### config.mk
export PLATFORM = sky130hd
export DESIGN_NAME = keyword_alphabet_running_cipher_flat
export DESIGN_NICKNAME = d
export VERILOG_FILES = /design/src/sv/kac_pkg.sv /design/src/sv/kac_if.sv /design/src/sv/kac_ram.sv /design/src/sv/keyword_alphabet_running_cipher.sv /design/src/flat_wrapper.sv
export SDC_FILE = /design/constraint.sdc
export NUM_CORES = 1
export LEC_CHECK = 0
export BUFFER_PORTS_ARGS = -buffer_cell sky130_fd_sc_hd__buf_4
export CAP_MARGIN = 20
export CORE_ASPECT_RATIO = 1.75
export CORE_UTILIZATION = 45
export DETAILED_ROUTE_END_ITERATION = 8
export SYNTH_ARGS = -nofsm -noshare
export SYNTH_HDL_FRONTEND = slang
export SYNTH_SLANG_ARGS = --single-unit
### constraint.sdc
create_clock -name i_clk -period 5.2 [get_ports i_clk]
set_clock_uncertainty 0.05 [all_clocks]
set_input_delay 0.26 -clock i_clk [delete_from_list [all_inputs] [get_ports i_clk]]
set_output_delay 0.26 -clock i_clk [all_outputs]
set_load 0.01 [all_outputs]
### src/sv/kac_pkg.sv
`timescale 1ns / 1ps

package kac_pkg;

    localparam int SYM_N = 29;
    localparam int SYM_W = 5;
    localparam int CH_W  = 8;
    localparam int FN_W  = 3;

    localparam logic [FN_W-1:0] FN_CLEAR  = 3'd0;
    localparam logic [FN_W-1:0] FN_KEY    = 3'd1;
    localparam logic [FN_W-1:0] FN_END    = 3'd2;
    localparam logic [FN_W-1:0] FN_TEXT   = 3'd3;
    localparam logic [FN_W-1:0] FN_NEWMSG = 3'd4;

    localparam logic [SYM_W-1:0] SYM_LAST = SYM_W'(SYM_N - 1);

    typedef struct packed {
        logic             ok;
        logic [SYM_W-1:0] code;
    } t_sym;

    function automatic t_sym sym_decode(input logic [CH_W-1:0] ch);
        logic [CH_W-1:0] c;
        t_sym            s;
        c = ch;
        s.ok = 1'b0;
        s.code = '0;
        if (c >= 8'h61 && c <= 8'h7a) begin
            c = c - 8'd32;
        end
        if (c >= 8'h41 && c <= 8'h5a) begin
            s.ok = 1'b1;
            s.code = SYM_W'(c - 8'h41);
        end else if (c == 8'h2c) begin
            s.ok = 1'b1;
            s.code = 5'd26;
        end else if (c == 8'h2e) begin
            s.ok = 1'b1;
            s.code = 5'd27;
        end else if (c == 8'h20) begin
            s.ok = 1'b1;
            s.code = 5'd28;
        end
        return s;
    endfunction

    function automatic logic [CH_W-1:0] sym_ascii(input logic [SYM_W-1:0] code);
        logic [CH_W-1:0] a;
        case (code)
            5'd26:   a = 8'h2c;
            5'd27:   a = 8'h2e;
            5'd28:   a = 8'h20;
            5'd29, 5'd30, 5'd31: a = 8'h00;
            default: a = 8'h41 + CH_W'(code);
        endcase
        return a;
    endfunction

endpackage

### src/sv/kac_if.sv
`timescale 1ns / 1ps

interface kac_in_if import kac_pkg::*; ();
    logic            valid;
    logic            ready;
    logic [FN_W-1:0] func;
    logic [CH_W-1:0] char_in;

    modport source (output valid, output func, output char_in, input ready);
    modport sink (input valid, input func, input char_in, output ready);
endinterface

interface kac_out_if import kac_pkg::*; ();
    logic            valid;
    logic            ready;
    logic [CH_W-1:0] char_out;
    logic            is_key;
    logic            last;
    logic            no_key;

    modport source (output valid, output char_out, output is_key, output last,
                     output no_key, input ready);
    modport sink (input valid, input char_out, input is_key, input last,
                  input no_key, output ready);
endinterface

### src/sv/kac_ram.sv
`timescale 1ns / 1ps

module kac_ram #(
    parameter int WIDTH = 8,
    parameter int DEPTH = 32
) (
    input  logic                     i_clk,
    input  logic                     i_we,
    input  logic [$clog2(DEPTH)-1:0] i_waddr,
    input  logic [WIDTH-1:0]         i_wdata,
    input  logic                     i_re,
    input  logic [$clog2(DEPTH)-1:0] i_raddr,
    output logic [WIDTH-1:0]         o_rdata
);

    logic [WIDTH-1:0] r_mem [DEPTH];
    logic [WIDTH-1:0] r_rdata;

    always_ff @(posedge i_clk) begin
        if (i_we) begin
            r_mem[i_waddr] <= i_wdata;
        end
        if (i_re) begin
            r_rdata <= r_mem[i_raddr];
        end
    end

    assign o_rdata = r_rdata;

endmodule

### src/sv/keyword_alphabet_running_cipher.sv
`timescale 1ns / 1ps
// Keyword mixed-alphabet running substitution cipher.
// Input channel i_in carries a function code and a character byte; output
// channel o_out carries result bytes with is_key, last and no_key flags.
// Both use valid/ready; a transfer happens when both are high.
// Clear key, key characters and new message give no result.
// A plaintext character gives one result (none once the key is ready if it has
// no symbol) via the table read, then the output register; a stream of plaintext
// is taken one character per cycle while the receiver keeps ready high.
// Key end first steps through all 29 symbols and appends each one missing from
// the key table, then lists the 29-symbol key, one table read per cycle while
// the output is not stalled; no input is taken in that time.
// Plaintext before key end gives one result with no_key set and char_out 0.
// When the receiver stalls, the output register holds its transfer and the
// pending table read holds its data; input is taken again once the pending
// result can move into the output register.
// Reset clears the used-symbol map, key length, key-ready flag, running index
// and all handshake state; the key table itself needs no reset.
module keyword_alphabet_running_cipher import kac_pkg::*; (
    input  logic      i_clk,
    input  logic      i_rst_n,
    kac_in_if.sink    i_in,
    kac_out_if.source o_out
);

    localparam logic [1:0] ST_IDLE = 2'd0;
    localparam logic [1:0] ST_FILL = 2'd1;
    localparam logic [1:0] ST_LIST = 2'd2;

    logic [1:0]       r_state,   n_state;
    logic [SYM_N-1:0] r_seen,    n_seen;
    logic [SYM_W-1:0] r_len,     n_len;
    logic             r_kready,  n_kready;
    logic [SYM_W-1:0] r_idx,     n_idx;
    logic [SYM_W-1:0] r_cnt,     n_cnt;
    logic             r_pend,    n_pend;
    logic             r_p_isk,   n_p_isk;
    logic             r_p_last,  n_p_last;
    logic             r_p_nk,    n_p_nk;
    logic             r_ov;
    logic [CH_W-1:0]  r_char;
    logic             r_isk;
    logic             r_last;
    logic             r_nk;

    logic             can_load;
    logic             accept;
    logic             we;
    logic [SYM_W-1:0] waddr;
    logic [SYM_W-1:0] wdata;
    logic             issue;
    logic [SYM_W-1:0] raddr;
    logic [SYM_W-1:0] rdata;
    logic [SYM_W:0]   sum;
    t_sym             sym;

    assign can_load   = !r_ov || o_out.ready;
    assign i_in.ready = (r_state == ST_IDLE) && (!r_pend || can_load);
    assign accept     = i_in.valid && i_in.ready;
    assign sym        = sym_decode(i_in.char_in);

    always_comb begin
        sum = {1'b0, r_idx} + {1'b0, sym.code} + 6'd1;
        if (sum >= 6'(SYM_N)) begin
            sum = sum - 6'(SYM_N);
        end
    end

    always_comb begin
        n_state  = r_state;
        n_seen   = r_seen;
        n_len    = r_len;
        n_kready = r_kready;
        n_idx    = r_idx;
        n_cnt    = r_cnt;
        n_p_isk  = r_p_isk;
        n_p_last = r_p_last;
        n_p_nk   = r_p_nk;
        we       = 1'b0;
        waddr    = r_len;
        wdata    = sym.code;
        issue    = 1'b0;
        raddr    = r_cnt;
        case (r_state)
            ST_IDLE: begin
                if (accept) begin
                    case (i_in.func)
                        FN_CLEAR: begin
                            n_seen   = '0;
                            n_len    = '0;
                            n_kready = 1'b0;
                            n_idx    = '0;
                        end
                        FN_KEY: begin
                            if (!r_kready && sym.ok && !r_seen[sym.code]
                                && r_len < SYM_W'(SYM_N)) begin
                                we               = 1'b1;
                                n_seen[sym.code] = 1'b1;
                                n_len            = r_len + 5'd1;
                            end
                        end
                        FN_END: begin
                            n_state  = ST_FILL;
                            n_cnt    = '0;
                            n_kready = 1'b1;
                            n_idx    = '0;
                        end
                        FN_TEXT: begin
                            if (!r_kready) begin
                                issue    = 1'b1;
                                n_p_isk  = 1'b0;
                                n_p_last = 1'b1;
                                n_p_nk   = 1'b1;
                            end else if (sym.ok) begin
                                issue    = 1'b1;
                                raddr    = sum[SYM_W-1:0];
                                n_idx    = sum[SYM_W-1:0];
                                n_p_isk  = 1'b0;
                                n_p_last = 1'b1;
                                n_p_nk   = 1'b0;
                            end
                        end
                        FN_NEWMSG: begin
                            n_idx = '0;
                        end
                        default: begin
                        end
                    endcase
                end
            end
            ST_FILL: begin
                wdata = r_cnt;
                if (!r_seen[r_cnt] && r_len < SYM_W'(SYM_N)) begin
                    we            = 1'b1;
                    n_seen[r_cnt] = 1'b1;
                    n_len         = r_len + 5'd1;
                end
                if (r_cnt == SYM_LAST) begin
                    n_state = ST_LIST;
                    n_cnt   = '0;
                end else begin
                    n_cnt = r_cnt + 5'd1;
                end
            end
            ST_LIST: begin
                if (!r_pend || can_load) begin
                    issue    = 1'b1;
                    n_p_isk  = 1'b1;
                    n_p_last = (r_cnt == SYM_LAST);
                    n_p_nk   = 1'b0;
                    if (r_cnt == SYM_LAST) begin
                        n_state = ST_IDLE;
                        n_cnt   = '0;
                    end else begin
                        n_cnt = r_cnt + 5'd1;
                    end
                end
            end
            default: begin
                n_state = ST_IDLE;
            end
        endcase
        if (issue) begin
            n_pend = 1'b1;
        end else if (can_load) begin
            n_pend = 1'b0;
        end else begin
            n_pend = r_pend;
        end
    end

    kac_ram #(
        .WIDTH(SYM_W),
        .DEPTH(SYM_N)
    ) u_key_ram (
        .i_clk  (i_clk),
        .i_we   (we),
        .i_waddr(waddr),
        .i_wdata(wdata),
        .i_re   (issue),
        .i_raddr(raddr),
        .o_rdata(rdata)
    );

    always_ff @(posedge i_clk) begin
        if (!i_rst_n) begin
            r_state  <= ST_IDLE;
            r_seen   <= '0;
            r_len    <= '0;
            r_kready <= 1'b0;
            r_idx    <= '0;
            r_cnt    <= '0;
            r_pend   <= 1'b0;
            r_ov     <= 1'b0;
        end else begin
            r_state  <= n_state;
            r_seen   <= n_seen;
            r_len    <= n_len;
            r_kready <= n_kready;
            r_idx    <= n_idx;
            r_cnt    <= n_cnt;
            r_pend   <= n_pend;
            if (r_pend && can_load) begin
                r_ov <= 1'b1;
            end else if (o_out.ready) begin
                r_ov <= 1'b0;
            end
        end
    end

    always_ff @(posedge i_clk) begin
        r_p_isk  <= n_p_isk;
        r_p_last <= n_p_last;
        r_p_nk   <= n_p_nk;
        if (r_pend && can_load) begin
            r_char <= r_p_nk ? '0 : sym_ascii(rdata);
            r_isk  <= r_p_isk;
            r_last <= r_p_last;
            r_nk   <= r_p_nk;
        end
    end

    assign o_out.valid    = r_ov;
    assign o_out.char_out = r_char;
    assign o_out.is_key   = r_isk;
    assign o_out.last     = r_last;
    assign o_out.no_key   = r_nk;

endmodule

### src/flat_wrapper.sv
// flat-port wrapper written by rule: the top's interface ports become plain ports
module keyword_alphabet_running_cipher_flat import kac_pkg::*;
  (i_clk, i_rst_n, i_in_valid, i_in_func, i_in_char_in, i_in_ready, o_out_valid, o_out_char_out, o_out_is_key, o_out_last, o_out_no_key, o_out_ready);
  kac_in_if i_in_i ();
  kac_out_if o_out_i ();
  input  logic i_clk;
  input  logic i_rst_n;
  input wire logic [$bits(i_in_i.valid)-1:0] i_in_valid;
  input wire logic [$bits(i_in_i.func)-1:0] i_in_func;
  input wire logic [$bits(i_in_i.char_in)-1:0] i_in_char_in;
  output wire logic [$bits(i_in_i.ready)-1:0] i_in_ready;
  output wire logic [$bits(o_out_i.valid)-1:0] o_out_valid;
  output wire logic [$bits(o_out_i.char_out)-1:0] o_out_char_out;
  output wire logic [$bits(o_out_i.is_key)-1:0] o_out_is_key;
  output wire logic [$bits(o_out_i.last)-1:0] o_out_last;
  output wire logic [$bits(o_out_i.no_key)-1:0] o_out_no_key;
  input wire logic [$bits(o_out_i.ready)-1:0] o_out_ready;
  assign i_in_i.valid = i_in_valid;
  assign i_in_i.func = i_in_func;
  assign i_in_i.char_in = i_in_char_in;
  assign i_in_ready = i_in_i.ready;
  assign o_out_valid = o_out_i.valid;
  assign o_out_char_out = o_out_i.char_out;
  assign o_out_is_key = o_out_i.is_key;
  assign o_out_last = o_out_i.last;
  assign o_out_no_key = o_out_i.no_key;
  assign o_out_i.ready = o_out_ready;
  keyword_alphabet_running_cipher u_core (.i_clk(i_clk), .i_rst_n(i_rst_n), .i_in(i_in_i), .o_out(o_out_i));
endmodule
* Word level (Yosys, flattened, before mapping) *
Memory sizes are Yosys's and may differ from the RTL's. A register that Yosys moved wholly into a read port is not among the register bits.
Cells that the tools add are included.

word-level totals
  bits in registers = 63
  RAM bits = 145
  bits of input ports = 15
  word-level logic and storage cells = 179
  memories kept = 1

memories
  name                    words  width  rd ports  clocked after memory_dff  wr ports  RTL line       source
  u_core.u_key_ram.r_mem  29     5      1         1                         1         kac_ram.sv:16  logic [WIDTH-1:0] r_mem [DEPTH];

operators by class
  $add $sub $neg = 8
  $lt $le $gt $ge = 10
  equal/unequal tests = 28
  muxes and demuxes = 80
  bitwise gates (word level) = 2
  reductions and logical operators = 35

operator list
  kind                                                                                 number
  29-bit one-hot mux with 2 select lines                                               2
  29-bit 2-to-1 mux                                                                    3
  5-bit 2-to-1 mux                                                                     16
  29-bit bitwise OR                                                                    2
  5-bit == test, second input constant                                                 7
  1-bit 2-to-1 mux                                                                     33
  8-bit one-hot mux with 4 select lines                                                1
  5-bit one-hot mux with 2 select lines                                                3
  8-bit by 6-bit == test with 1-bit output, second input constant                      3
  6-bit 2-to-1 mux                                                                     4
  5-bit AND reduction                                                                  4
  8-bit by 7-bit greater-or-equal comparator with 1-bit output, second input constant  2
  8-bit by 7-bit less-or-equal comparator with 1-bit output, second input constant     2
  5-bit one-hot mux with 3 select lines                                                1
  2-bit by 1-bit inequality test with 1-bit output, second input constant              7
  5-bit by 6-bit < comparator with 1-bit output, second input constant                 2
  1-bit one-hot mux with 2 select lines                                                6
  2-bit nonzero test                                                                   6
  1-bit logical AND                                                                    11
  5-bit by 1-bit adder with 5-bit output, second input constant                        2
  1-bit binary-select mux with 5-bit select                                            2
  1-bit demux with 5-bit select                                                        2
  5-bit by 1-bit greater-or-equal comparator with 1-bit output, second input constant  2
  2-bit 2-to-1 mux                                                                     5
  other kinds (25)                                                                     35

* Depth between registers and ports, before layout *
Gate-level depths: netlist of run 1.

  depth after elaboration = 19
  depth in mapped cells = 25
  mapped depth without buffers = 22

* Hierarchy *
Synthesis of run 1 repeated with hierarchy kept, for this count alone.

second synthesis, totals
  cells, all modules = 963
  area total of the unflattened synthesis = 11,075.6 µm²

by module, submodules not included
  module                           times used  cells each  area each (µm²)  sequential area each (µm²)
  kac_ram                          1           309         5,983.2          4,504.3
  keyword_alphabet_running_cipher  1           654         5,092.4          1,371.3

* Worst setup path before layout of run 1 *
OpenSTA, ideal clock, no wires.

  path kind = input port to flip-flop
  from = in i_in_char_in[5]
  to = reg u_core.u_key_ram.r_rdata[0], in the netlist u_core.u_key_ram.o_rdata[0] (read register of u_core.u_key_ram.r_mem) (data pin)
  library setup time = 268 ps
  arrival time = 5,233 ps
  required time = 4,882 ps
  setup slack = -351 ps
  stages on the path = 23
  cell sequence = clkbuf_1 inv_1 ha_1 o21ai_0 nand4_2 o31ai_1 clkinv_1 ha_1 inv_1 fa_1 inv_1 ha_1 nand2b_1 and4_1 or2_2 a311oi_1 o31a_1 clkbuf_1 buf_1 mux2i_1 a22oi_1 o211ai_1 nand4_1

between the ends
  longest elaborated chain between the ends = 17
  elaborated cells between the ends (all ways) = 31

ends and longest elaborated chain
  item                                                                                                                                              RTL line                                                                      source
  start, declared                                                                                                                                   flat_wrapper.sv:10                                                            input wire logic [$bits(i_in_i.char_in)-1:0] i_in_char_in;
  8-bit by 7-bit greater-or-equal comparator with 1-bit output / 8-bit by 7-bit less-or-equal comparator with 1-bit output (equally long branches)  kac_pkg.sv:29                                                                 if (c >= 8'h61 && c <= 8'h7a) begin
  1-bit logical AND                                                                                                                                 kac_pkg.sv:29
  8-bit 2-to-1 mux *                                                                                                                                kac_pkg.sv:29
  8-bit by 6-bit == test with 1-bit output                                                                                                          kac_pkg.sv:41                                                                 end else if (c == 8'h20) begin
  6-bit 2-to-1 mux                                                                                                                                  kac_pkg.sv:41
  6-bit 2-to-1 mux                                                                                                                                  kac_pkg.sv:38                                                                 end else if (c == 8'h2e) begin
  6-bit 2-to-1 mux                                                                                                                                  kac_pkg.sv:35                                                                 end else if (c == 8'h2c) begin
  6-bit 2-to-1 mux *                                                                                                                                kac_pkg.sv:32                                                                 if (c >= 8'h41 && c <= 8'h5a) begin
  5-bit by 5-bit adder with 6-bit output                                                                                                            keyword_alphabet_running_cipher.sv:63                                         sum = {1'b0, r_idx} + {1'b0, sym.code} + 6'd1;
  6-bit by 1-bit adder with 6-bit output                                                                                                            keyword_alphabet_running_cipher.sv:63
  5-bit subtractor / 6-bit by 5-bit greater-or-equal comparator with 1-bit output (equally long branches)                                           keyword_alphabet_running_cipher.sv:65, keyword_alphabet_running_cipher.sv:64
  5-bit 2-to-1 mux                                                                                                                                  keyword_alphabet_running_cipher.sv:64                                         if (sum >= 6'(SYM_N)) begin
  5-bit 2-to-1 mux                                                                                                                                  keyword_alphabet_running_cipher.sv:114                                        end else if (sym.ok) begin
  5-bit 2-to-1 mux                                                                                                                                  keyword_alphabet_running_cipher.sv:109                                        if (!r_kready) begin
  5-bit 2-to-1 mux                                                                                                                                  keyword_alphabet_running_cipher.sv:87                                         case (i_in.func)
  5-bit 2-to-1 mux                                                                                                                                  keyword_alphabet_running_cipher.sv:86                                         if (accept) begin
  5-bit 2-to-1 mux                                                                                                                                  keyword_alphabet_running_cipher.sv:84                                         case (r_state)
  end, declared                                                                                                                                     kac_ram.sv:17                                                                 logic [WIDTH-1:0] r_rdata;

Mark *: on every way between the ends. The rest lies on a longest branch, timed or not.
A chain may end at the register's enable or synchronous reset.

* Worst setup path after layout of run 1 *
  from = in i_in_char_in[0]
  to = reg u_core.u_key_ram.r_rdata[0], in the netlist u_core.u_key_ram.o_rdata[0] (read register of u_core.u_key_ram.r_mem) (data pin)

The elaborated chain is that of the path after synthesis.

==> results of run 1 <==
-- worst min-delay path: stages --
cell and delay, ns:
buf_4 0.08, nor2b_1 0.06, o21a_1 0.16
-- state kept, by name, summed over array words and instances, names as in the netlist --
signal                    count
u_core.o_out.no_key           1
u_core.u_key_ram.r_mem      145
u_core.o_out.last             1
u_core.r_cnt                  5
u_core.u_key_ram.o_rdata      5
u_core.r_state                2
u_core.r_pend                 1
u_core.r_p_isk                1
u_core.r_p_last               1
u_core.r_kready               1
u_core.r_p_nk                 1
u_core.o_out.valid            1
u_core.r_idx                  5
u_core.o_out.char_out         7
u_core.r_len                  5
u_core.r_seen                29
u_core.o_out.is_key           1
-- cell families (layout without fill, tap and decap cells) --
family                   after synthesis  in the layout  share of synthesized area
AND/OR/NAND/NOR                      357            357                      0.152
AO/OA/AOI/OAI                        300            300                      0.190
flip-flops                           212            212                      0.518
buffers and inverters                 93            173                     0.0343
multiplexers                          58             58                     0.0612
adder cells (fa/ha/maj)               30             30                     0.0338
XOR/XNOR                              13             13                     0.0100
other                                  1              1                   0.000331
-- path summary, 6_finish.rpt --
| path | start | to | slack (ns) |
|---|---|---|---|
| min reg2reg | u_core.r_p_last | u_core.o_out.last | 0.38 |
| max reg2reg | u_core.r_idx[0] | u_core.u_key_ram.o_rdata[0] | 1.17 |
| max | i_in_char_in[0] | u_core.u_key_ram.o_rdata[0] | 0.54 |
| min | o_out_ready | u_core.o_out.valid | 0.04 |
-- metrics by stage --
step	util	total power (W)	cell area (µm²)	hold slack (ns)	setup WS [ns]
2_1_floorplan	-	0.00224	11300	0.350	0.00610
3_3_place_gp	0.502	0.00245	12400	0.364	0.0783
3_5_place_dp	0.502	0.00245	12400	0.364	0.0359
4_1_cts	0.527	0.00385	13000	0.0158	0.585
5_1_grt	0.527	0.00395	13000	0.0542	0.271
6_report	0.527	0.00384	13000	0.0385	0.541
-- per-layer routing --
layer,global-route usage,part of all wire
met2,0.504,0.55
met1,0.263,0.35
met4,0.155,0.059
met3,0.0263,0.039
met5,0,0
-- final cells by class --
type                    count  area [µm²]  area share
clock inverters            12        78.8     0.00605
inverters                  31         118     0.00903
flip-flops and latches    212        5880       0.451
repair buffers            107         903      0.0694
clock buffers              23         533      0.0409
well taps                 312         390      0.0300
multi-input cells         759        5120       0.393
-- where the power goes --
| group | leakage [nW] | total, W | switching [W] | internal (W) |
|---|---|---|---|---|
| logic | 2.23 | 0.000549 | 0.000358 | 0.000190 |
| registers | 1.90 | 0.00187 | 0.0000190 | 0.00185 |
| clock network | 0.295 | 0.00142 | 0.000672 | 0.000747 |
-- cells in the mapped netlist (all sizes together), types with 5 or more instances --
master / instances / area share
edfxtp: 163 / 0.43
nor2: 104 / 0.035
nand2: 87 / 0.029
a21oi: 81 / 0.036
clkbuf: 49 / 0.016
dfxtp: 49 / 0.087
nor3: 40 / 0.018
o21ai: 40 / 0.018
mux2i: 39 / 0.034
nand3: 32 / 0.014
inv: 30 / 0.0099
ha: 29 / 0.032
o221a: 29 / 0.029
a31oi: 20 / 0.011
nor2b: 17 / 0.0094
a22oi: 16 / 0.011
nand2b: 15 / 0.0083
buf: 13 / 0.0078
a211oi: 11 / 0.0073
mux2: 11 / 0.011
o21a: 11 / 0.0073
o31ai: 11 / 0.0077
a221oi: 10 / 0.0077
nand4: 9 / 0.0055
o211ai: 9 / 0.0060
mux4: 8 / 0.016
and2: 7 / 0.0039
or3: 7 / 0.0039
xnor2: 7 / 0.0054
a21o: 6 / 0.0040
and3: 6 / 0.0033
nor3b: 6 / 0.0044
nor4: 6 / 0.0033
o22ai: 6 / 0.0033
xor2: 6 / 0.0046
a211o: 5 / 0.0039
or2: 5 / 0.0028
==> key figures, run 1 <==
Status
  • Status: completed

Timing
  • Final setup violation count: 0
  • Fin crit share: 0.896
  • Setup TNS: 0 ns
  • Hold Violations, Final: 0
  • F_max: approximately 0.21 GHz
  • Normalized max-slew margin: 0.416
  • Final slew viol count: 0
  • Fin crit period: around 4.7 ns
  • RSZ-0062 raised after global routing: no
  • Worst slew pin tran: around 0.87 ns

Synthesis
  • #FFs+latches synth: 212
  • Avg Cell Area, Syn: roughly 11 µm²
  • Main synth FF type: edfxtp_1
  • Count of flip-flops with a built-in enable after synthesis: ~160
  • Synthesized Nets: around 1100
  • Gate Count Post-Synth: approximately 1100
  • Register area share after synthesis: 0.518
  • Count of warnings emitted by yosys: 0
  • Post-synth cell types: 86
  • Syn Std Cell Area: ~11000 µm²
  • Ys async rst share: 0

Clock network
  • CTS tree: built
  • H-tree levels: 1
  • CTS hold repair buffers: 0
  • CTS buffer count: 21
  • Post_cts resized: 0
  • Clk Latency, worst-skew pair: around 0.52 ns
  • Setup bufs post-CTS: 0
  • Clock Path Buffers: 3
  • Worst-path clk slew: ~0.07 ns
  • CTS Root Cell: clkbuf_16
  • Sink Count: about 210

Die
  • Starting density of the core: 0.459
  • # rows: 76
  • Height of the die: ~210 µm
  • I/O pin cnt: 28
  • DIE AREA: ~26000 µm²
  • Horiz. Die Dim: 122 µm
  • Core area: 24700 µm²

Detailed routing
  • Initial DRT Pass Iterations: 8
  • WL/cell: between 20 and 25 µm
  • DRC: 0
  • DR iter-0 viols: around 740
  • Total number of vias: approximately 9000
  • Routed Antenna Nets: 0
  • Drt total wl: 32900 µm
  • DR vias/cell: approximately 6

Worst setup path
  • Crit path kind: in2reg
  • CP required: 5.40 ns
  • Crit path max-delay family: compound AO/OA/AOI/OAI gates
  • Cell count along the critical path: 26
  • Startpoint Class: input port
  • Slowest CP cell: fa_1
  • Reg2reg path depth: 19
  • CP arrival: ~4.9 ns
  • Crit end category: flop
  • CP peak stage delay: around 0.45 ns
  • CP bufs+invs: 9
  • Crit Path Max Fanout: 10

Placed design
  • PortBufs: 26
  • Detailed placement HPWL: between 20000 and 25000 µm
  • Cells after DPL: ~1400
  • GPL Wtd Cong: roughly 0.9

Worst hold path
  • Hold Path Depth: 3
  • Hold Crit Class: in2reg

Global route
  • Vias in the first global route: between 9000 and 10000
  • Grt ovf: 0
  • First-pass GRT wire length: 50900 µm
  • Initial antenna violation count: 0
  • Pin count of the biggest net entering global routing: 51
  • Tot GR Track Use: 0.261

Cells and area
  • Fin nets: approximately 1200
  • Filler cell count: approximately 2200
  • Most frequent cells in the layout: 163 x edfxtp_1, 103 x nor2_1, 99 x buf_4
  • Commonest non-fill, non-tap cell in the layout: edfxtp_1
  • Antenna cells: 0
  • Fraction of layout cells with a size suffix above 1: 0.163
  • Non-filler cells, final: around 1500
  • Area delta synth->final: 14.8%

Job
  • Max Cap Violations: 0

Pwr
  • Power per cell area: ~290 nW/µm²
  • Leakage power: 4.43 nW
  • Peak supply drop: 262 µV
(Power assumes the default switching activity.)
==> run 2, diff against run 1 <==
Settings changed: ABC_AREA set to 1.
Clock period 5.2 ns to 3.79 ns, I/O delays scaled along.
==> run 2 against run 1 <==
Net effect: cell count increased by 29%; first-iteration DRC count decreased by 4.8%; critical path depth increased by 10; final area increased by 11%; total power increased by 82%; largest cell class unchanged; critical path type unchanged; core utilization increased by 4.1 points; die area increased by 3.1%.
==> key figures, run 2 <==
Pwr
  • Peak supply drop: 413 µV (+57%)
  • Total power: 0.00697 W (+82%)
  • Sequential Power Share: 0.390 (-0.097)
  • Sw frac: 0.335 (+0.0615)
  • Leakage power: 5.83 nW (+32%)
  • P_sw: 0.00233 W (+120%)
  • Power per cell area: 482 nW/µm² (+64%)
  • Combinational share of power: 0.284 (+0.141)
  • Clock Power Share: 0.326 (-0.044)
  • Internal Power: 0.00463 W (+66%)

Clock network
  • CTS buffer count: 22 (+4.8%)
  • Clock Path Buffers: 3 (unchanged)
  • Worst-path clk slew: 0.07 ns (about the same)
  • Sink Count: 212 (unchanged)
  • Clk Latency, worst-skew pair: 0.52 ns (about the same)
  • CTS tree: built
  • CTS Root Cell: clkbuf_16
  • H-tree levels: 1 (unchanged)

Synthesis
  • Ys async rst share: 0 (unchanged)
  • Syn Std Cell Area: 11700 µm² (+3.1%)
  • Mux contribution to synthesized area: 0 (-0.0612)
  • Avg Cell Area, Syn: 8.11 µm² (-24%)
  • Count of flip-flops with a built-in enable after synthesis: 163 (unchanged)
  • Main combinational cell family by area after synthesis: simple AND/OR/NAND/NOR gates
  • Most instantiated cells after synthesis: 400 x nand2_1, 179 x nand3_1, 163 x edfxtp_1, 161 x inv_1, 114 x a21oi_1
  • Adder-Cell Fraction of Synth Area: 0.0327 (-0.00102)
  • Synth top area share: 0.419 (-0.0131)
  • #FFs+latches synth: 212 (unchanged)
  • Post-synthesis compound-gate area fraction: 0.0986 (-0.0911)
  • Gate Count Post-Synth: 1442 (+36%)
  • Synth top area cells: edfxtp_1 42%, nand2_1 13%, dfxtp_1 8.4%, nand3_1 7.7%, inv_1 5.2%
  • Synthesized Nets: 1487 (+34%)
  • Register area share after synthesis: 0.503 (-0.0157)
  • Post-Synth XOR/XNOR Area: 0.00974 (-0.000304)
  • Count of warnings emitted by yosys: 0 (unchanged)
  • Post-synth cell types: 45 (-48%)
  • Main synth FF type: edfxtp_1
  • Synth Area in Simple Gates: 0.274 (+0.122)
  • Most common cell in the netlist: nand2_1
  • Yosys top cell by area: edfxtp_1

Cells and area
  • Max FFs per register: 145 (unchanged)
  • Core Util, Final: 0.568 (+0.0412)
  • Fraction of layout cells with a size suffix above 1: 0.211 (+0.0483)
  • Non-filler cells, final: 1876 (+29%)
  • Fin nets: 1589 (+35%)
  • Post-route cell area: 14400 µm² (+11%)
  • Most frequent cells in the layout: 372 x nand2_1, 163 x edfxtp_1, 154 x inv_1
  • Reg with most FFs: u_core.u_key_ram.r_mem
  • Area delta synth->final: 23.5%
  • Commonest non-fill, non-tap cell in the layout: nand2_1
  • Antenna cells: 0 (unchanged)

Timing
  • Fin crit share: 0.967
  • Fin crit period: between 3 and 4 ns
  • Final setup violation count: 0 (unchanged)
  • RSZ-0062 raised after global routing: yes
  • Worst slew pin tran: 0.936 ns (+0.0611 ns)
  • F_max: between 0.2 and 0.3 GHz
  • Normalized max-slew margin: 0.374 (-0.0419)
  • Setup TNS: 0 ns (unchanged)
  • Final slew viol count: 0 (unchanged)
  • Hold Violations, Final: 0 (unchanged)

Worst setup path
  • Slowest CP cell: fa_2
  • Crit Path Max Fanout: 7 (-3)
  • Startpoint Class: input port
  • CP required: 4.02 ns (-1.38 ns)
  • Cell count along the critical path: 36 (+38%)
  • CP arrival: 3.90 ns (-0.96 ns)
  • Crit path max-delay family: simple AND/OR/NAND/NOR gates
  • Crit path kind: in2reg
  • CP bufs+invs: 8 (-1)
  • CP peak stage delay: 0.57 ns (+0.12 ns)
  • Crit end category: flop
  • Reg2reg path depth: 24 (+5)
  • Top cell by count, worst path: nand2_2

Die
  • # rows: 77 (+1.3%)
  • Horiz. Die Dim: 124 µm (+1.5%)
  • Height of the die: 215 µm (+1.5%)
  • I/O pin cnt: 28 (unchanged)
  • DIE AREA: 26700 µm² (+3.1%)
  • Starting density of the core: 0.460 (+0.00111)
  • Core area: 25400 µm² (+2.9%)

Job
  • Max Cap Violations: 0 (unchanged)

Detailed routing
  • DR iter-0 viols: 701 (-4.8%)
  • Drt total wl: 35300 µm (+7.1%)
  • Initial DRT Pass Iterations: 5 (-3)
  • Routed Antenna Nets: 0 (unchanged)
  • WL/cell: 18.8 µm (-17%)
  • Total number of vias: 10346 (+16%)
  • DRC: 0 (unchanged)
  • DR vias/cell: 5.51 (-10%)

Global route
  • Pin count of the biggest net entering global routing: 36 (-29%)
  • First-pass GRT wire length: 51600 µm (+1.3%)
  • Vias in the first global route: 10059 (+11%)
  • Tot GR Track Use: 0.257 (-0.00481)
  • Grt ovf: 0 (unchanged)
  • Initial antenna violation count: 0 (unchanged)

Status
  • Status: completed

Placed design
  • GPL Wtd Cong: 0.932 (+3.3%)
  • PortBufs: 26 (unchanged)
  • Placed standard-cell area: 12900 µm² (+4.1%)
  • Detailed placement HPWL: 23900 µm (+0.57%)
  • Cells after DPL: 1812 (+28%)

Worst hold path
  • Hold Crit Class: in2reg
  • Hold Path Depth: 6 (+3)
-- run 2: path summary, 6_finish.rpt --
path | start | end | slack [ns]
worst max-delay path | i_in_char_in[1] | u_core.u_key_ram.o_rdata[3] | 0.12
worst min register to register | u_core.r_p_last | u_core.o_out.last | 0.37
worst max register to register | u_core.r_idx[0] | u_core.u_key_ram.o_rdata[3] | 0.47
worst min-delay path | i_in_func[2] | u_core.r_kready | 0.05
-- run 2: logic make-up (layout without fill, tap and decap cells) --
family,count (synthesis),in the layout
AO/OA/AOI/OAI,217,217
XOR/XNOR,13,13
adder cells (fa/ha/maj),30,30
buffers and inverters,233,350
flip-flops,212,212
other,1,1
AND/OR/NAND/NOR,736,737
-- run 2: metrics by stage --
stage	setup WS [ns]	hold slack (ns)
3_3_place_gp	-0.488	0.366
5_1_grt	-0.173	0.103
3_5_place_dp	-0.539	0.363
2_1_floorplan	-0.120	0.269
6_report	0.124	0.0473
4_1_cts	0.00227	0.0407
-- run 2: final cells by class --
cell class              count  area, µm²
clock buffers              26        587
clock inverters            14        159
fillers                  2349      11000
inverters                 173        678
multi-input cells         998       5430
flip-flops and latches    212       5880
well taps                 316        395
repair buffers            137       1320
-- run 2: what timing repair did --
item	4_1_cts	5_1_grt
cloned	1	11
hold endpoints to repair	4	0
hold buffers	2	0
pin swaps	2	54
buffers inserted	0	8
setup endpoints to repair	1	5
resized for setup	2	106
-- run 2: tightest hold or removal path: stages --
cell and delay [ns]:
buf_4 0.10, nor2_1 0.04, inv_1 0.06, nor3_1 0.05, inv_1 0.07, a21oi_1 0.06
-- run 2: routing by layer --
metal,up-vias,part of all wire,global-route usage
met4,0,0.070,0.184
met3,161,0.042,0.0276
met5,-,0,0
met1,4852,0.33,0.243
li1,4976,-,-
met2,357,0.56,0.488
-- run 2: power groups by stage --
stage / clock network [W] / logic (W) / registers (W)
after global placement: 0 / 0.00169 / 0.00276
after CTS: 0.00228 / 0.00173 / 0.00272
after floorplan: 0 / 0.00109 / 0.00274
after detailed placement: 0 / 0.00170 / 0.00277
final: 0.00227 / 0.00198 / 0.00272
after global routing: 0.00237 / 0.00213 / 0.00272
==> run 3, diff against run 2 <==
Settings changed: ABC_AREA 1 to unset, CORE_UTILIZATION 45 to 48, PLACE_DENSITY set to 0.66, SLEW_MARGIN set to 5.
==> run 3 against run 2 <==
Net effect: clock-buffer cell count shrank 3; the flow now finishes with violations (setup timing); critical path depth shrank 14; sequential cell count is the same; total power shrank 20%; global-route usage grew 2.2 points; wire length shrank 3.5%; first-iteration DRC count shrank 2.7%; largest cell class unchanged; die area shrank 9.0%; clock power shrank 12%; critical path type unchanged; sequential power shrank 6%; worst setup slack lost 0.65 ns.
==> key figures, run 3 (synthesis gave the netlist of run 1 again) <==
Detailed routing
  • Routed Antenna Nets: 0 (unchanged)
  • Met1 Wirelength: 11300 µm (-2.5%)
  • WL/cell: 21.6 µm (+15%)
  • DRC: 0 (unchanged)
  • DR vias/cell: 6.11 (+11%)
  • Highest metal used: met4
  • DR iter-0 viols: 682 (-2.7%)
  • Met3 wire length: 1510 µm (+1.2%)
  • Total number of vias: 9635 (-6.9%)
  • Met2 wire length: 18400 µm (-6.5%)
  • Initial DRT Pass Iterations: 6 (+1)
  • Drt total wl: 34000 µm (-3.5%)

Die
  • Starting density of the core: 0.488 (+0.0282)
  • Core area: 23200 µm² (-8.6%)
  • I/O pin cnt: 28 (unchanged)
  • Horiz. Die Dim: 118 µm (-4.6%)
  • DIE AREA: 24300 µm² (-9.0%)
  • Height of the die: 205 µm (-4.6%)
  • # rows: 74 (-3.9%)

Timing
  • Normalized max-slew margin: 0.423 (+0.0488)
  • Final slew viol count: 0 (unchanged)
  • Worst slew pin tran: 0.864 ns (-0.0714 ns)
  • Final WS setup: -0.527 ns (-0.651 ns)
  • Fin crit period: 4.32 ns (+0.651 ns)
  • Final setup violation count: 5 (+5)
  • Hold Violations, Final: 0 (unchanged)
  • Fin crit share: 1.14 (+0.172)
  • RSZ-0062 raised after global routing: yes
  • F_max: 0.232 GHz (-15%)

Cells and area
  • Commonest non-fill, non-tap cell in the layout: buf_4
  • Max FFs per register: 145 (unchanged)
  • Fraction of layout cells with a size suffix above 1: 0.296 (+0.0853)
  • Fin nets: 1304 (-18%)
  • Area delta synth->final: 28.9%
  • Filler cell count: 1920 (-18%)
  • Antenna cells: 0 (unchanged)
  • Most frequent cells in the layout: 212 x buf_4, 163 x edfxtp_1, 98 x nor2_1
  • Reg with most FFs: u_core.u_key_ram.r_mem
  • Post-route cell area: 14600 µm² (+1.2%)

Clock network
  • Sink Count: 212 (unchanged)
  • CTS Root Cell: clkbuf_16
  • Clk Latency, worst-skew pair: 0.52 ns (about the same)
  • H-tree levels: 1 (unchanged)
  • Clock Path Buffers: 3 (unchanged)
  • CTS tree: built
  • Worst-path clk slew: 0.06 ns (about the same)
  • CTS buffer count: 20 (-9.1%)

Worst setup path
  • R2r setup slk: 0.03 ns (-0.44 ns)
  • Crit end category: flop
  • Crit Path Max Fanout: 19 (+12)
  • Reg2reg path depth: 18 (-25%)
  • Startpoint Class: input port
  • Top cell by count, worst path: inv_2
  • CP required: 4.00 ns (-0.02 ns)
  • Worst path cell trace: buf_8 > ha_4 > or3b_4 > a211o_4 > a2111oi_4 > o21ai_2 > inv_2 > fa_2 > inv_2 > ha_4 > inv_2 > a221oi_2 > or2_4 > a311oi_2 > o31a_4 > buf_4 > buf_8 > a21oi_1 > a22oi_1 > a22oi_1 > buf_4 > nand4_1
  • CP peak stage delay: 0.45 ns (-0.12 ns)
  • RR Endpoint: u_core.u_key_ram.o_rdata[3]
  • CP arrival: 4.52 ns (+0.62 ns)
  • Crit path max-delay family: compound AO/OA/AOI/OAI gates
  • R2r startpoint: u_core.r_idx[0]
  • CP bufs+invs: 7 (-1)
  • Slowest CP cell: fa_2
  • Crit path kind: in2reg

Worst hold path
  • Hold Crit Class: in2reg
  • Hold Path Depth: 3 (-3)
  • Hold path endpoint: u_core.r_kready
  • HP Start: i_in_func[1]

Global route
  • Grt ovf: 0 (unchanged)
  • Pin count of the biggest net entering global routing: 51 (+42%)
  • Tot GR Track Use: 0.279 (+0.0220)
  • First-pass GRT wire length: 51600 µm (about the same)
  • Initial antenna violation count: 0 (unchanged)
  • Vias in the first global route: 9669 (-3.9%)

Placed design
  • GPL Wtd Cong: 0.981 (+5.3%)
  • Detailed placement HPWL: 24200 µm (+1.2%)
  • Post-Place Worst Slack: -1.05 ns (-0.513 ns)
  • Placed standard-cell area: 13400 µm² (+4.0%)
  • PortBufs: 26 (unchanged)

Status
  • Status: complete, but fails checks
  • Violated checks: setup timing

Pwr
  • Peak supply drop: 337 µV (-18%)
  • Leakage power: 5.23 nW (-10%)
  • Total power: 0.00554 W (-20%)
  • Power per cell area: 379 nW/µm² (-21%)

Job
  • Max Cap Violations: 0 (unchanged)
-- run 3: cell count changes in the layout (fill, tap and decap cells not counted), moves of 16 or more --
cell	change
a21oi_1	-44
nor3_1	+20
inv_1	-130
nand2_2	-27
nand3_2	-51
o221a_1	+28
nor2_2	-16
nand3_1	-95
mux2i_1	+35
buf_4	+103
nor2b_1	+16
a31oi_1	+20
nand2_1	-287
o21ai_0	-44
-- run 3: tightest hold or removal path, cell delays in order --
cell and delay [ns]:
buf_4 0.17, mux2i_1 0.09, nor2b_1 0.10
-- run 3: final cells by class --
class	instances	area, µm²	share of cell area
Clock buffer	23	512	0.0350
Clock inverter	13	129	0.00882
Inverter	31	141	0.00967
Multi-Input combinational cell	759	5580	0.382
Sequential cell	212	5880	0.402
Tap cell	304	380	0.0260
Timing Repair Buffer	235	2000	0.137
-- run 3: power breakdown --
part	switching, W	total, W	internal (W)
registers	0.0000224	0.00256	0.00254
clock network	0.000883	0.00200	0.00111
logic	0.000568	0.000984	0.000416
-- run 3: timing repair --
item / in CTS / in global routing
cloned: 2 / 0
gates resized for setup: 24 / 45
hold buffers: 1 / 0
hold endpoints to repair: 1 / 0
pin swaps: 18 / 35
setup buffers: 13 / 11
setup endpoints to repair: 5 / 17
-- run 3: routing by layer --
| layer | global-route usage | vias to the layer above |
|---|---|---|
| li1 | - | 4472 |
| met1 | 0.266 | 4679 |
| met2 | 0.538 | 339 |
| met3 | 0.0305 | 145 |
| met4 | 0.216 | 0 |
| met5 | 0 | - |
-- run 3: worst max path at each step --
stage | start | end | slack [ns] | depth (start not counted)
6_report | i_in_char_in[6] | u_core.u_key_ram.o_rdata[0] | -0.53 | 22
5_1_grt | i_in_char_in[6] | u_core.u_key_ram.o_rdata[3] | -0.77 | 21
4_1_cts | i_in_char_in[5] | u_core.u_key_ram.o_rdata[3] | -0.42 | 20
3_5_place_dp | i_in_char_in[5] | u_core.u_key_ram.o_rdata[2] | -1.05 | 22
3_3_place_gp | i_in_char_in[5] | u_core.u_key_ram.o_rdata[1] | -0.95 | 22
2_1_floorplan | i_in_char_in[1] | u_core.u_key_ram.o_rdata[4] | -0.73 | 23
-- run 3: stage by stage --
step	instances	util	setup TNS [ns]	hold WS, ns
floorplan	1064	-	-3.60	0.350
global placement	1515	0.578	-45.73	0.356
detailed placement	1515	0.578	-46.49	0.355
CTS	1567	0.618	-1.77	0.00142
global route	1577	0.629	-4.79	0.0548
finish	1577	0.629	-2.58	0.0222
